### src/hw/rtl/dstq_pkg.sv
package dstq_pkg;

  localparam int unsigned DL_W   = 48;
  localparam int unsigned IV_W   = 32;
  localparam int unsigned ID_W   = 8;
  localparam int unsigned MIN_W  = 16;
  localparam int unsigned KIND_W = 3;

  localparam logic [DL_W-1:0] DL_MAX = {DL_W{1'b1}};
  // 0.01 s expressed in milliseconds.
  localparam logic [MIN_W-1:0] MIN_INTERVAL_RST = 16'd10;

  typedef enum logic [1:0] {
    ACT_START    = 2'd0,
    ACT_STOP     = 2'd1,
    ACT_STOP_ALL = 2'd2,
    ACT_TICK     = 2'd3
  } action_e;

  typedef enum logic [KIND_W-1:0] {
    KIND_STARTED   = 3'd0,
    KIND_REJECTED  = 3'd1,
    KIND_STOPPED   = 3'd2,
    KIND_NOT_FOUND = 3'd3,
    KIND_CLEARED   = 3'd4,
    KIND_FIRED     = 3'd5,
    KIND_NONE_DUE  = 3'd6
  } kind_e;

  // One queue entry as held in the entry memory.
  typedef struct packed {
    logic [DL_W-1:0] deadline;
    logic [IV_W-1:0] interval;
    logic [ID_W-1:0] id;
    logic            recurring;
    logic            on_main;
  } entry_t;

  typedef struct packed {
    kind_e           kind;
    logic [ID_W-1:0] id;
    logic            on_main;
    logic            head;
    logic            last;
  } result_t;

endpackage

### src/hw/rtl/dstq_rearm.sv
module dstq_rearm
  import dstq_pkg::*;
(
  input  logic [DL_W-1:0]  deadline_i,
  input  logic [IV_W-1:0]  interval_i,
  input  logic [MIN_W-1:0] min_interval_i,
  output logic [DL_W-1:0]  next_deadline_o
);

  logic [IV_W-1:0] step;
  logic [DL_W:0]   sum;

  // The period is raised to the configured minimum, and the new deadline
  // saturates at the largest representable time.
  always_comb begin
    if (interval_i < IV_W'(min_interval_i)) begin
      step = IV_W'(min_interval_i);
    end else begin
      step = interval_i;
    end
    sum = {1'b0, deadline_i} + (DL_W + 1)'(step);
    if (sum[DL_W]) begin
      next_deadline_o = DL_MAX;
    end else begin
      next_deadline_o = sum[DL_W-1:0];
    end
  end

endmodule

### src/hw/rtl/deadline_sorted_timer_queue.sv
// Sorted deadline timer queue. Timers are kept in a single entry memory
// ordered by deadline, with equal deadlines in arrival order. A command is
// taken when start is high and busy is low; busy then stays high until the
// command's last result has been produced. Every result appears for exactly
// one cycle with result_valid_o high and cannot be held off, so the receiver
// must take it in that cycle; last_o marks the final result of a command.
// All work goes through one memory read port and one write port, moving one
// entry per cycle. A start walks from the tail, moving each entry that sorts
// after the new timer down one place; a stop scans the queue from the head.
// A stop-all, a rejected start and a stop on an empty queue are answered
// without busy going high. A tick inspects the head, then for every fired
// timer closes the gap at the head and reinserts a recurring timer. A tick
// fires at most MAX_FIRES_PER_TICK timers; the rest stay due. The
// min_interval register may be written only while busy is low.
module deadline_sorted_timer_queue
  import dstq_pkg::*;
#(
  parameter int unsigned QUEUE_DEPTH        = 16,
  parameter int unsigned MAX_FIRES_PER_TICK = 64
) (
  input  logic              clk_i,
  input  logic              rst_ni,

  input  logic              cfg_we_i,
  input  logic [MIN_W-1:0]  cfg_wdata_i,

  input  logic              start,
  output logic              busy,
  input  logic [1:0]        action_i,
  input  logic [ID_W-1:0]   timer_id_i,
  input  logic [DL_W-1:0]   first_deadline_i,
  input  logic [IV_W-1:0]   interval_i,
  input  logic              recurring_i,
  input  logic              on_main_i,
  input  logic [DL_W-1:0]   now_time_i,

  output logic              result_valid_o,
  output logic [KIND_W-1:0] kind_o,
  output logic [ID_W-1:0]   out_timer_id_o,
  output logic              deliver_on_main_o,
  output logic              became_head_o,
  output logic              last_o
);

  localparam int unsigned IDX_W  = $clog2(QUEUE_DEPTH);
  localparam int unsigned CNT_W  = $clog2(QUEUE_DEPTH + 1);
  localparam int unsigned FIRE_W = $clog2(MAX_FIRES_PER_TICK + 1);

  localparam logic [CNT_W-1:0]  DEPTH_C     = CNT_W'(QUEUE_DEPTH);
  localparam logic [FIRE_W-1:0] MAX_FIRES_C = FIRE_W'(MAX_FIRES_PER_TICK);

  // Sequencer states. Insertion walks from the tail toward the head,
  // moving each later entry down one place until the new timer's slot is
  // found. The scan walks from a start index toward the tail and, once the
  // entry to drop is behind it, moves each entry up one place.
  typedef enum logic [6:0] {
    ST_IDLE     = 7'b0000001,
    ST_INS_RD   = 7'b0000010,
    ST_INS_CMP  = 7'b0000100,
    ST_INS_WR   = 7'b0001000,
    ST_SCAN     = 7'b0010000,
    ST_TCK_REQ  = 7'b0100000,
    ST_TCK_HEAD = 7'b1000000
  } state_e;

  state_e            state_q, state_d;
  action_e           op_q, op_d;
  logic [CNT_W-1:0]  count_q, count_d;
  logic [IDX_W-1:0]  idx_q, idx_d;
  logic              found_q, found_d;
  logic [FIRE_W-1:0] fires_q, fires_d;
  logic [ID_W-1:0]   key_id_q, key_id_d;
  logic [DL_W-1:0]   now_q, now_d;
  entry_t            ins_q, ins_d;
  logic              pend_valid_q, pend_valid_d;
  logic [ID_W-1:0]   pend_id_q, pend_id_d;
  logic              pend_main_q, pend_main_d;
  logic [MIN_W-1:0]  min_int_q;
  logic              res_valid_q, res_valid_d;
  result_t           res_q, res_d;

  // Entry memory: one read and one write per cycle, registered read data.
  entry_t            mem_q [QUEUE_DEPTH];
  entry_t            rdata_q;
  logic [IDX_W-1:0]  mem_raddr;
  logic              mem_we;
  logic [IDX_W-1:0]  mem_waddr;
  entry_t            mem_wdata;

  // Shared deadline comparator: against now during a head check, against
  // the timer being inserted otherwise.
  logic [DL_W-1:0]   cmp_key;
  logic              rd_le_key;
  logic [DL_W-1:0]   rearm_dl;

  always_ff @(posedge clk_i) begin
    if (mem_we) begin
      mem_q[mem_waddr] <= mem_wdata;
    end
    rdata_q <= mem_q[mem_raddr];
  end

  assign cmp_key   = (state_q == ST_TCK_HEAD) ? now_q : ins_q.deadline;
  assign rd_le_key = (rdata_q.deadline <= cmp_key);

  dstq_rearm u_rearm (
    .deadline_i      (rdata_q.deadline),
    .interval_i      (rdata_q.interval),
    .min_interval_i  (min_int_q),
    .next_deadline_o (rearm_dl)
  );

  assign busy = (state_q != ST_IDLE);

  always_comb begin
    logic             scan_last;
    logic             hit;
    logic [CNT_W-1:0] cnt_dec;

    state_d      = state_q;
    op_d         = op_q;
    count_d      = count_q;
    idx_d        = idx_q;
    found_d      = found_q;
    fires_d      = fires_q;
    key_id_d     = key_id_q;
    now_d        = now_q;
    ins_d        = ins_q;
    pend_valid_d = pend_valid_q;
    pend_id_d    = pend_id_q;
    pend_main_d  = pend_main_q;
    res_valid_d  = 1'b0;
    res_d        = res_q;
    mem_raddr    = idx_q;
    mem_we       = 1'b0;
    mem_waddr    = idx_q;
    mem_wdata    = ins_q;

    scan_last = ((CNT_W'(idx_q) + CNT_W'(1)) == count_q);
    hit       = found_q || (rdata_q.id == key_id_q);
    cnt_dec   = count_q - CNT_W'(1);

    unique case (state_q)
      ST_IDLE: begin
        if (start) begin
          op_d     = action_e'(action_i);
          key_id_d = timer_id_i;
          unique case (action_e'(action_i))
            ACT_START: begin
              if (count_q == DEPTH_C) begin
                res_valid_d = 1'b1;
                res_d       = '{KIND_REJECTED, timer_id_i, 1'b0, 1'b0, 1'b1};
              end else begin
                ins_d = '{first_deadline_i, interval_i, timer_id_i,
                          recurring_i, on_main_i};
                idx_d = count_q[IDX_W-1:0];
                if (count_q == '0) begin
                  state_d = ST_INS_WR;
                end else begin
                  state_d = ST_INS_RD;
                end
              end
            end
            ACT_STOP: begin
              if (count_q == '0) begin
                res_valid_d = 1'b1;
                res_d       = '{KIND_NOT_FOUND, timer_id_i, 1'b0, 1'b0, 1'b1};
              end else begin
                idx_d     = '0;
                found_d   = 1'b0;
                mem_raddr = '0;
                state_d   = ST_SCAN;
              end
            end
            ACT_STOP_ALL: begin
              count_d     = '0;
              res_valid_d = 1'b1;
              res_d       = '{KIND_CLEARED, '0, 1'b0, 1'b0, 1'b1};
            end
            ACT_TICK: begin
              now_d        = now_time_i;
              fires_d      = '0;
              pend_valid_d = 1'b0;
              state_d      = ST_TCK_REQ;
            end
          endcase
        end
      end

      ST_INS_RD: begin
        mem_raddr = idx_q - IDX_W'(1);
        state_d   = ST_INS_CMP;
      end

      ST_INS_CMP: begin
        // rdata_q holds the entry just above slot idx_q.
        mem_we = 1'b1;
        if (rd_le_key) begin
          mem_wdata = ins_q;
          count_d   = count_q + CNT_W'(1);
          if (op_q == ACT_TICK) begin
            state_d = ST_TCK_REQ;
          end else begin
            res_valid_d = 1'b1;
            res_d       = '{KIND_STARTED, ins_q.id, 1'b0, (idx_q == '0), 1'b1};
            state_d     = ST_IDLE;
          end
        end else begin
          mem_wdata = rdata_q;
          idx_d     = idx_q - IDX_W'(1);
          mem_raddr = idx_q - IDX_W'(2);
          if (idx_q == IDX_W'(1)) begin
            state_d = ST_INS_WR;
          end
        end
      end

      ST_INS_WR: begin
        mem_we    = 1'b1;
        mem_wdata = ins_q;
        count_d   = count_q + CNT_W'(1);
        if (op_q == ACT_TICK) begin
          state_d = ST_TCK_REQ;
        end else begin
          res_valid_d = 1'b1;
          res_d       = '{KIND_STARTED, ins_q.id, 1'b0, (idx_q == '0), 1'b1};
          state_d     = ST_IDLE;
        end
      end

      ST_SCAN: begin
        // rdata_q holds entry idx_q; the next one is fetched meanwhile.
        if (!scan_last) begin
          mem_raddr = idx_q + IDX_W'(1);
        end
        if (found_q) begin
          mem_we    = 1'b1;
          mem_waddr = idx_q - IDX_W'(1);
          mem_wdata = rdata_q;
        end
        found_d = hit;
        idx_d   = idx_q + IDX_W'(1);
        if (scan_last) begin
          if (op_q == ACT_TICK) begin
            count_d = cnt_dec;
            if (ins_q.recurring) begin
              idx_d   = cnt_dec[IDX_W-1:0];
              state_d = ST_INS_RD;
            end else begin
              state_d = ST_TCK_REQ;
            end
          end else begin
            res_valid_d = 1'b1;
            if (hit) begin
              count_d = cnt_dec;
              res_d   = '{KIND_STOPPED, key_id_q, 1'b0, 1'b0, 1'b1};
            end else begin
              res_d   = '{KIND_NOT_FOUND, key_id_q, 1'b0, 1'b0, 1'b1};
            end
            state_d = ST_IDLE;
          end
        end
      end

      ST_TCK_REQ: begin
        if ((count_q == '0) || (fires_q == MAX_FIRES_C)) begin
          res_valid_d = 1'b1;
          if (pend_valid_q) begin
            res_d = '{KIND_FIRED, pend_id_q, pend_main_q, 1'b0, 1'b1};
          end else begin
            res_d = '{KIND_NONE_DUE, '0, 1'b0, 1'b0, 1'b1};
          end
          state_d = ST_IDLE;
        end else begin
          mem_raddr = '0;
          state_d   = ST_TCK_HEAD;
        end
      end

      ST_TCK_HEAD: begin
        if (!rd_le_key) begin
          res_valid_d = 1'b1;
          if (pend_valid_q) begin
            res_d = '{KIND_FIRED, pend_id_q, pend_main_q, 1'b0, 1'b1};
          end else begin
            res_d = '{KIND_NONE_DUE, '0, 1'b0, 1'b0, 1'b1};
          end
          state_d = ST_IDLE;
        end else begin
          // The head is due. The previous fire is released now that it is
          // known not to be the last one; this one waits its turn.
          if (pend_valid_q) begin
            res_valid_d = 1'b1;
            res_d       = '{KIND_FIRED, pend_id_q, pend_main_q, 1'b0, 1'b0};
          end
          pend_valid_d = 1'b1;
          pend_id_d    = rdata_q.id;
          pend_main_d  = rdata_q.on_main;
          fires_d      = fires_q + FIRE_W'(1);
          ins_d        = '{rearm_dl, rdata_q.interval, rdata_q.id,
                           rdata_q.recurring, rdata_q.on_main};
          if (count_q == CNT_W'(1)) begin
            count_d = '0;
            idx_d   = '0;
            if (rdata_q.recurring) begin
              state_d = ST_INS_WR;
            end else begin
              state_d = ST_TCK_REQ;
            end
          end else begin
            idx_d     = IDX_W'(1);
            found_d   = 1'b1;
            mem_raddr = IDX_W'(1);
            state_d   = ST_SCAN;
          end
        end
      end

      default: begin
        state_d = ST_IDLE;
      end
    endcase
  end

  always_ff @(posedge clk_i or negedge rst_ni) begin
    if (!rst_ni) begin
      state_q      <= ST_IDLE;
      count_q      <= '0;
      fires_q      <= '0;
      pend_valid_q <= 1'b0;
      res_valid_q  <= 1'b0;
      min_int_q    <= MIN_INTERVAL_RST;
    end else begin
      state_q      <= state_d;
      count_q      <= count_d;
      fires_q      <= fires_d;
      pend_valid_q <= pend_valid_d;
      res_valid_q  <= res_valid_d;
      if (cfg_we_i) begin
        min_int_q <= cfg_wdata_i;
      end
    end
  end

  always_ff @(posedge clk_i) begin
    op_q        <= op_d;
    idx_q       <= idx_d;
    found_q     <= found_d;
    key_id_q    <= key_id_d;
    now_q       <= now_d;
    ins_q       <= ins_d;
    pend_id_q   <= pend_id_d;
    pend_main_q <= pend_main_d;
    res_q       <= res_d;
  end

  assign result_valid_o    = res_valid_q;
  assign kind_o            = res_q.kind;
  assign out_timer_id_o    = res_q.id;
  assign deliver_on_main_o = res_q.on_main;
  assign became_head_o     = res_q.head;
  assign last_o            = res_q.last;

  // The queue never holds more timers than it has slots.
  assert property (@(posedge clk_i) disable iff (!rst_ni)
    count_q <= DEPTH_C)
    else $error("entry count exceeds queue depth");

  // A tick never counts more fires than its limit.
  assert property (@(posedge clk_i) disable iff (!rst_ni)
    fires_q <= MAX_FIRES_C)
    else $error("fire count exceeds limit");

  // Only fires can be followed by further results of the same item, and the
  // block must still be working on that item.
  assert property (@(posedge clk_i) disable iff (!rst_ni)
    (res_valid_q && !res_q.last) |-> (res_q.kind == KIND_FIRED) && busy)
    else $error("non-final result that is not a fire or while idle");

  // The head flag belongs to started timers alone.
  assert property (@(posedge clk_i) disable iff (!rst_ni)
    (res_valid_q && res_q.head) |-> (res_q.kind == KIND_STARTED))
    else $error("head flag on a result that is not a start");

  // An accepted item never yields a result in the same cycle it is taken, so
  // a final result directly follows another only if busy was low at the first.
  assert property (@(posedge clk_i) disable iff (!rst_ni)
    (res_valid_q && res_q.last) |=> !(res_valid_q && res_q.last && $past(busy)))
    else $error("two final results back to back from one busy period");

endmodule
### config.mk
export PLATFORM = sky130hd
export DESIGN_NAME = deadline_sorted_timer_queue
export DESIGN_NICKNAME = d
export VERILOG_FILES = /design/src/hw/rtl/dstq_pkg.sv /design/src/hw/rtl/dstq_rearm.sv /design/src/hw/rtl/deadline_sorted_timer_queue.sv
export SDC_FILE = /design/constraint.sdc
export NUM_CORES = 2
export LEC_CHECK = 0
export BUFFER_PORTS_ARGS = -buffer_cell sky130_fd_sc_hd__buf_2
export CAP_MARGIN = 20
export CORE_MARGIN = 2
export CORE_UTILIZATION = 70
export CTS_BUF_LIST = sky130_fd_sc_hd__clkbuf_8
export DETAILED_ROUTE_END_ITERATION = 6
export HOLD_SLACK_MARGIN = 0.06
export MAX_ROUTING_LAYER = met4
export PLACE_DENSITY = 0.95
export SYNTH_ARGS = -nofsm -noshare
export SYNTH_HDL_FRONTEND = slang
export SYNTH_HIERARCHICAL = 1
export SYNTH_SLANG_ARGS = --single-unit
### constraint.sdc
create_clock -name clk_i -period 20.3 [get_ports clk_i]
set_input_delay 2.03 -clock clk_i [delete_from_list [all_inputs] [get_ports clk_i]]
set_output_delay 2.03 -clock clk_i [all_outputs]
set_load 0.01 [all_outputs]
After elaboration in Yosys (flattened, before gate mapping)
Memories as Yosys holds them, arrays and structs flattened. A register that Yosys moved wholly into a read port is not among the register bits.
Index checks and enable logic that the tools add are counted.
{ "classes": {"add_sub_neg": 8, "n_mux": 100, "n_reduce_logical": 21, "n_eq_ne": 43, "magnitude_cmp": 2} }
{ "op_table": {"columns": ["operator", "count"], "rows": [
  ["two-way mux 90 bit", 6],
  ["case mux 90 bit (2 select lines)", 2],
  ["two-way mux 14 bit", 10],
  ["two-way mux 48 bit", 2],
  ["two-way mux 7 bit", 13],
  ["case mux 14 bit (6 select lines)", 1],
  ["two-way mux 4 bit", 18],
  ["adder 48 x 32 -> 49 bit", 1],
  ["case mux 7 bit (7 select lines)", 1],
  ["less-or-equal comparator 48 bit", 1],
  ["case mux 14 bit (3 select lines)", 1],
  ["two-way mux 5 bit", 8],
  ["less-than comparator 32 x 16 -> 1 bit", 1],
  ["two-way mux 32 bit", 1],
  ["case mux 5 bit (5 select lines)", 1],
  ["case mux 4 bit (6 select lines)", 1],
  ["two-way mux 1 bit", 21],
  ["!= test 3 bit (second input constant)", 7],
  ["case mux 7 bit (3 select lines)", 1],
  ["!= test 2 bit (second input constant)", 10],
  ["two-way mux 6 bit", 3],
  ["AND reduction 6 bit", 3],
  ["case mux 4 bit (4 select lines)", 1],
  ["== test 7 bit (second input constant)", 2],
  ["other kinds (47)", 58]
]} }
{ "totals": {"out_inout_bits": 16, "ramBits": 1440, "input_bits": 160, "elab_cells": 198, "n_memories": 1, "reg_bits": 213} }
{ "mem_list": {"columns": ["memory", "words", "word_bits", "rd", "rd_clocked_by_memory_dff", "wr", "line", "rtl"], "rows": [
  ["mem_q", 16, 90, 1, 1, 1, "deadline_sorted_timer_queue.sv:83", "entry_t mem_q [QUEUE_DEPTH];"]
]} }

Depth between registers and ports, before layout
{ "logic_depth": {"word_depth": 6, "depth_mapped": 26, "depth_no_buf": 24} }

By module
The synthesis kept the hierarchy.
{ "by_module_without_submodules": {"columns": ["mod", "instances", "cells_per_inst", "area_each_um2"], "rows": [
  ["deadline_sorted_timer_queue", 1, 4849, 70023.4],
  ["dstq_rearm", 1, 450, 2997.9]
]} }

Worst setup path before layout
OpenSTA, ideal clock, no wires.
{ "synth_path": {"path_kind": "input-to-reg", "startpoint": "input port action_i[0]", "endpoint": "register ins_q[0] in the netlist's numbering, enable pin", "setup_ps": 663, "arrival_ps": 8697, "t_required_ps": 19637, "cell_stages": 4, "setup_slack_ps": 10940, "path_buffers": 0, "path_cell_list": "inv_1 ha_1 nand2_1 o21ai_0"} }
{ "synth_between": {"elab_chain_cells": 3} }
{ "synth_rtl": {"columns": ["item", "line", "rtl"], "rows": [
  ["start, declared", "deadline_sorted_timer_queue.sv:29", "input logic [1:0] action_i,"],
  ["zero test 2 bit", "deadline_sorted_timer_queue.sv:148", "unique case (action_e'(action_i))"],
  ["!= test 2 x 1 -> 1 bit (no source line)", null, null],
  ["AND reduction 5 bit (no source line)", null, null],
  ["end signal, assigned", "deadline_sorted_timer_queue.sv:351", "ins_q <= ins_d;"],
  ["end, declared", "deadline_sorted_timer_queue.sv:74", "entry_t ins_q, ins_d;"]
]} }
No other way between the ends.
A chain may end at the register's enable or synchronous reset.

Worst setup path after layout
{ "layout_path": {"startpoint": "register state_q[3]", "endpoint": "register, netlist name rdata_q[48]"} }
{ "layout_between": {"elab_chain_cells": 5, "elab_cells_between_ends": 11, "classes_between": "1 x order compare; 6 x eq/ne; 4 x mux"} }
{ "layout_rtl": {"columns": ["item", "line", "rtl"], "rows": [
  ["start, declared", "deadline_sorted_timer_queue.sv:66", "state_e state_q, state_d;"],
  ["start signal, assigned", "deadline_sorted_timer_queue.sv:334", "state_q <= state_d;"],
  ["== test 7 bit", "deadline_sorted_timer_queue.sv:103, deadline_sorted_timer_queue.sv:143", null],
  ["two-way mux 48 bit", "deadline_sorted_timer_queue.sv:103", "assign cmp_key = (state_q == ST_TCK_HEAD) ? now_q : ins_q.deadline;"],
  ["less-or-equal comparator 48 bit", "deadline_sorted_timer_queue.sv:104", "assign rd_le_key = (rdata_q.deadline <= cmp_key);"],
  ["two-way mux 4 bit, on equally long branches", "deadline_sorted_timer_queue.sv:281, deadline_sorted_timer_queue.sv:198", null],
  ["case mux 4 bit (6 select lines) *", "deadline_sorted_timer_queue.sv:143", "unique case (state_q)"]
]} }
Mark *: on every way between the ends. The rest lies on a longest branch, timed or not.

==> impl_results.rst <==
.. list-table::
   :header-rows: 1

   * - Metric
     - Value
   * - Internal Pwr Total
     - 0.00763 W
   * - GR Overflow Total
     - 0
   * - Number of buffers added by the clock tree synthesis step
     - 281
   * - Cts-stage hold buffer count
     - 0
   * - CP top delay family
     - simple AND/OR/NAND/NOR gates
   * - Root cell of the clock tree
     - clkbuf_8
   * - Share of synthesized flip-flops with an asynchronous set or reset
     - 0.0212
   * - Fin Clk Skew
     - 0.106 ns
   * - Routed wire length per instance
     - 31.0 um
   * - Number of H-tree branching levels
     - 5
   * - Power share of the combinational group
     - 0.425
   * - Synthesized instance count
     - 5299
   * - Setup WS pre-CTS
     - 10.52 ns
   * - Leak
     - 28.4 nW
   * - Max Clock Freq
     - 92.9 MHz
   * - CTS tree
     - built
   * - Reg-to-Reg Start
     - state_q[3]
   * - Reg clk slew, reported paths
     - 0.07 ns
   * - Period minus WS final
     - 10.77 ns
   * - Final-report hold violation count
     - 0
   * - Max-slew headroom
     - 0.104
   * - Commonest cells after routing, fill and taps aside
     - edfxtp_1 (1616), nand2_1 (1285), clkbuf_8 (307)
   * - Ratio of cells with drive above 1 in the final layout
     - 0.151
   * - Synthesized-area fraction occupied by ao, oa, aoi and oai cells
     - 0.0861
   * - Total routing resource utilization after global routing
     - 0.419
   * - Count of state elements after synthesis
     - 1743
   * - FP Rows
     - 118
   * - Initial core utilization
     - 0.706
   * - Vias in the first global route
     - 51392
   * - Clock network fraction of design power
     - 0.224
   * - Critical path's most frequent cell
     - buf_4
   * - Number of antenna violations at the first check in global routing
     - 4
   * - Avg Vias per Cell
     - 7.27
   * - Floorplan core area
     - 103000 um2
   * - Total Negative Setup Slacks
     - 0 ns
   * - Min-delay src
     - pend_main_q
   * - Sequential share of the synthesized area
     - 0.702
   * - Largest family of logic cells by synthesized area
     - simple AND/OR/NAND/NOR gates
   * - Total power divided by cell area
     - 162 nW/um2
   * - Violations in the final reports
     - design-rule violations
   * - Simple-gate area share of the yosys netlist
     - 0.111
   * - Buffers and inverters on the worst path
     - 5
   * - Maximum Capacitance Violations
     - 0
   * - FILL cells
     - 4970
   * - Multi-input gate area
     - 20200 um2
   * - Maximum number of pins on one net before global-route repair
     - 204
   * - Final HPWL from detailed placement
     - 114000 um
   * - Unrepaired setup endpoints after global routing
     - false
   * - Maximum buffer depth of the clock tree
     - 4
   * - Most frequently used flop master after synthesis
     - edfxtp_1
   * - Xor and xnor area share after synthesis
     - 0.00643
   * - Pre-Repair DR Iteration Count
     - 7
   * - Number of nets produced by synthesis
     - 5574
   * - Buffers on Ports
     - 175
   * - Final net count
     - 5777
   * - Post-synthesis to final-layout area growth
     - 9.81%
   * - Number of remaining DRC errors
     - 4
   * - Pins over their slew limit
     - 0
   * - Adder-cell share of the synthesized area
     - 0.0198
   * - Share of power burned in registers
     - 0.351
   * - Switching part of the total
     - 0.412
   * - List of cells traversed by the critical path
     - nor3_1 -> nand2_1 -> nor2_4 -> buf_4 -> buf_4 -> mux2i_1 -> ha_1 -> nand4_1 -> or4_4 -> nor4_2 -> a31oi_1 -> nor3_2 -> nor4b_4 -> nor3_4 -> buf_12 -> buf_12 -> buf_4 -> nand2_1 -> a32oi_1 -> nor2_1 -> nor4_2
   * - Final period utilization
     - 0.531
   * - Horizontal die dimension
     - 327 um
   * - Path type of the worst setup path
     - reg2reg
   * - IO Count
     - 176
   * - Worst setup margin
     - 9.53 ns
   * - CP max stage cell
     - buf_4
   * - First-pass GRT wire length
     - 319000 um
   * - Worst-path maximum fanout
     - 198
   * - Setup bufs post-CTS
     - 0
   * - Required time of the critical path
     - 21.13 ns
   * - Most frequent standard cell in the layout excluding fill and tap cells
     - edfxtp_1
   * - EDFF count, synth
     - 1616
   * - Average footprint of a synthesized cell
     - 13.8 um2
   * - Proportion of synthesized area in mux cells
     - 0.0510
   * - Crit end category
     - register
   * - DIE AREA
     - 107000 um2
   * - Routed vias
     - 51567
   * - Total length of routed wires
     - 220000 um
   * - Total standard cell area after synthesis
     - 73000 um2
   * - Crit path from
     - state_q[3]
   * - Number of warnings reported in the yosys synthesis log
     - 6
   * - Die height
     - 327 um
   * - Worst supply voltage drop on vdd
     - 0.225 mV
   * - Clock network latency to the later pin of the worst-skew pair
     - 1.01 ns
   * - Transition time at the pin with the least slew margin
     - 1.34 ns
   * - Seq. cell area
     - 51300 um2
   * - Total number of clock tree sinks
     - 1743
   * - Antenna Nets Post-Route
     - 0
   * - Final std cells w/o fill
     - 7095
   * - Placed cell count
     - 6597
   * - Kind of start point of the critical path
     - register
   * - Worst min-delay path category
     - reg2reg
   * - Critical Path Max Stage Delay
     - 1.01 ns
   * - Endpoints failing setup
     - 0
   * - Final weighted congestion in routability-driven placement
     - 1.01
   * - Run status
     - complete, but fails checks
   * - Count of unique library cells instantiated by Yosys
     - 87
   * - Crit path DAT
     - 11.60 ns
   * - Switching component of the power
     - 0.00536 W
   * - Cells resized by post-CTS repair
     - 0
   * - Total power consumption of the routed design
     - 0.0130 W
   * - Iteration-0 DRC Markers
     - 9797
cell usage after synthesis (all sizes together) (7+ instances only):
cell / count / area [um2]
a21o: 21 / 158
o211ai: 9 / 67.6
buf: 159 / 937
inv: 50 / 188
a31oi: 17 / 106
a211oi: 8 / 60.1
nor2: 264 / 991
a221o: 10 / 100
a22o: 13 / 114
nand4: 24 / 150
mux2i: 230 / 2300
and2: 8 / 50.1
nor4: 100 / 1200
xor2: 23 / 201
ha: 114 / 1430
a21oi: 272 / 1370
nor2b: 7 / 43.8
o21ai: 59 / 299
a32o: 180 / 1800
nand2: 1286 / 4830
dfxtp: 90 / 1800
clkbuf: 171 / 644
or3: 8 / 50.1
edfxtp: 1616 / 48500
mux2: 126 / 1420
xnor2: 28 / 245
and3: 16 / 100
a32oi: 181 / 1590
nand3: 22 / 110
nor3: 34 / 190
o31ai: 12 / 104
dfrtp: 34 / 851
nand2b: 12 / 75.1
worst paths after layout:
check	endpoint	slack [ns]	cells after the start
max	rdata_q[48]	9.53	21
min	deliver_on_main_o	0.52	1
max reg2reg	rdata_q[48]	9.53	21
min reg2reg	deliver_on_main_o	0.52	1
max in group asynchronous	min_int_q[1]	18.86	2
min in group asynchronous	count_q[1]	0.91	1
state kept, by name (all words and copies together) (netlist names), 2 cells and up:
name,cells
mem_q,1440
ins_q,90
rdata_q,90
now_q,48
min_int_q,16
key_id_q,8
out_timer_id_o,8
pend_id_q,8
fires_q,7
state_q,7
count_q,5
idx_q,4
kind_o,3
op_q,2
metal layers:
| metal | routed length [um] | track usage |
|---|---|---|
| met5 | 0 | - |
| met3 | 38600 | 0.134 |
| met2 | 98000 | 0.610 |
| met1 | 67100 | 0.512 |
| met4 | 16400 | 0.262 |
worst reg2reg max path: stages, from the launching register on:
cell and delay, ns:
dfrtp_1 0.48, nor3_1 0.37, nand2_1 0.23, nor2_4 0.67
buf_4 0.60, buf_4 0.74, mux2i_1 0.25, ha_1 0.38
nand4_1 0.27, or4_4 0.64, nor4_2 0.44, a31oi_1 0.19
nor3_2 0.97, nor4b_4 0.15, nor3_4 0.24, buf_12 0.54
buf_12 1.28, buf_4 1.20, nand2_1 0.25, a32oi_1 0.32
nor2_1 0.09, nor4_2 0.31
logic make-up (layout without fill, tap and decap cells):
logic type | Yosys count | after routing
DFF | 1743 | 1743
other | 0 | 7
adders and majority gates | 115 | 115
buffers and inverters | 380 | 789
AOI/OAI and AO/OA | 839 | 839
xor gates and xnor gates | 52 | 52
muxes | 356 | 356
and+or+nand+nor | 1814 | 1814
layout make-up:
cell class              count  area share
repair buffers            250      0.0190
inverters                  50     0.00234
diodes                      7    0.000218
flip-flops and latches   1743       0.639
clock buffers             306      0.0525
well taps                1380      0.0215
multi-input cells        3176       0.252
clock inverters           183      0.0129
power groups by stage:
stage,registers [W],clock network [W],logic [W]
global placement,0.00459,0,0.00483
detailed placement,0.00460,0,0.00509
global route,0.00456,0.00304,0.00575
floorplan,0.00448,0,0.00392
CTS,0.00453,0.00289,0.00527
finish,0.00456,0.00291,0.00551
stage by stage:
step	hold slack, ns	cell area [um2]	util
after floorplan	0.424	73000	-
after global placement	0.492	74900	0.723
after detailed placement	0.507	74900	0.724
after CTS	0.516	80100	0.774
after global routing	0.529	80200	0.775
final	0.518	80200	0.775
Power figures use the tool's default switching activity.
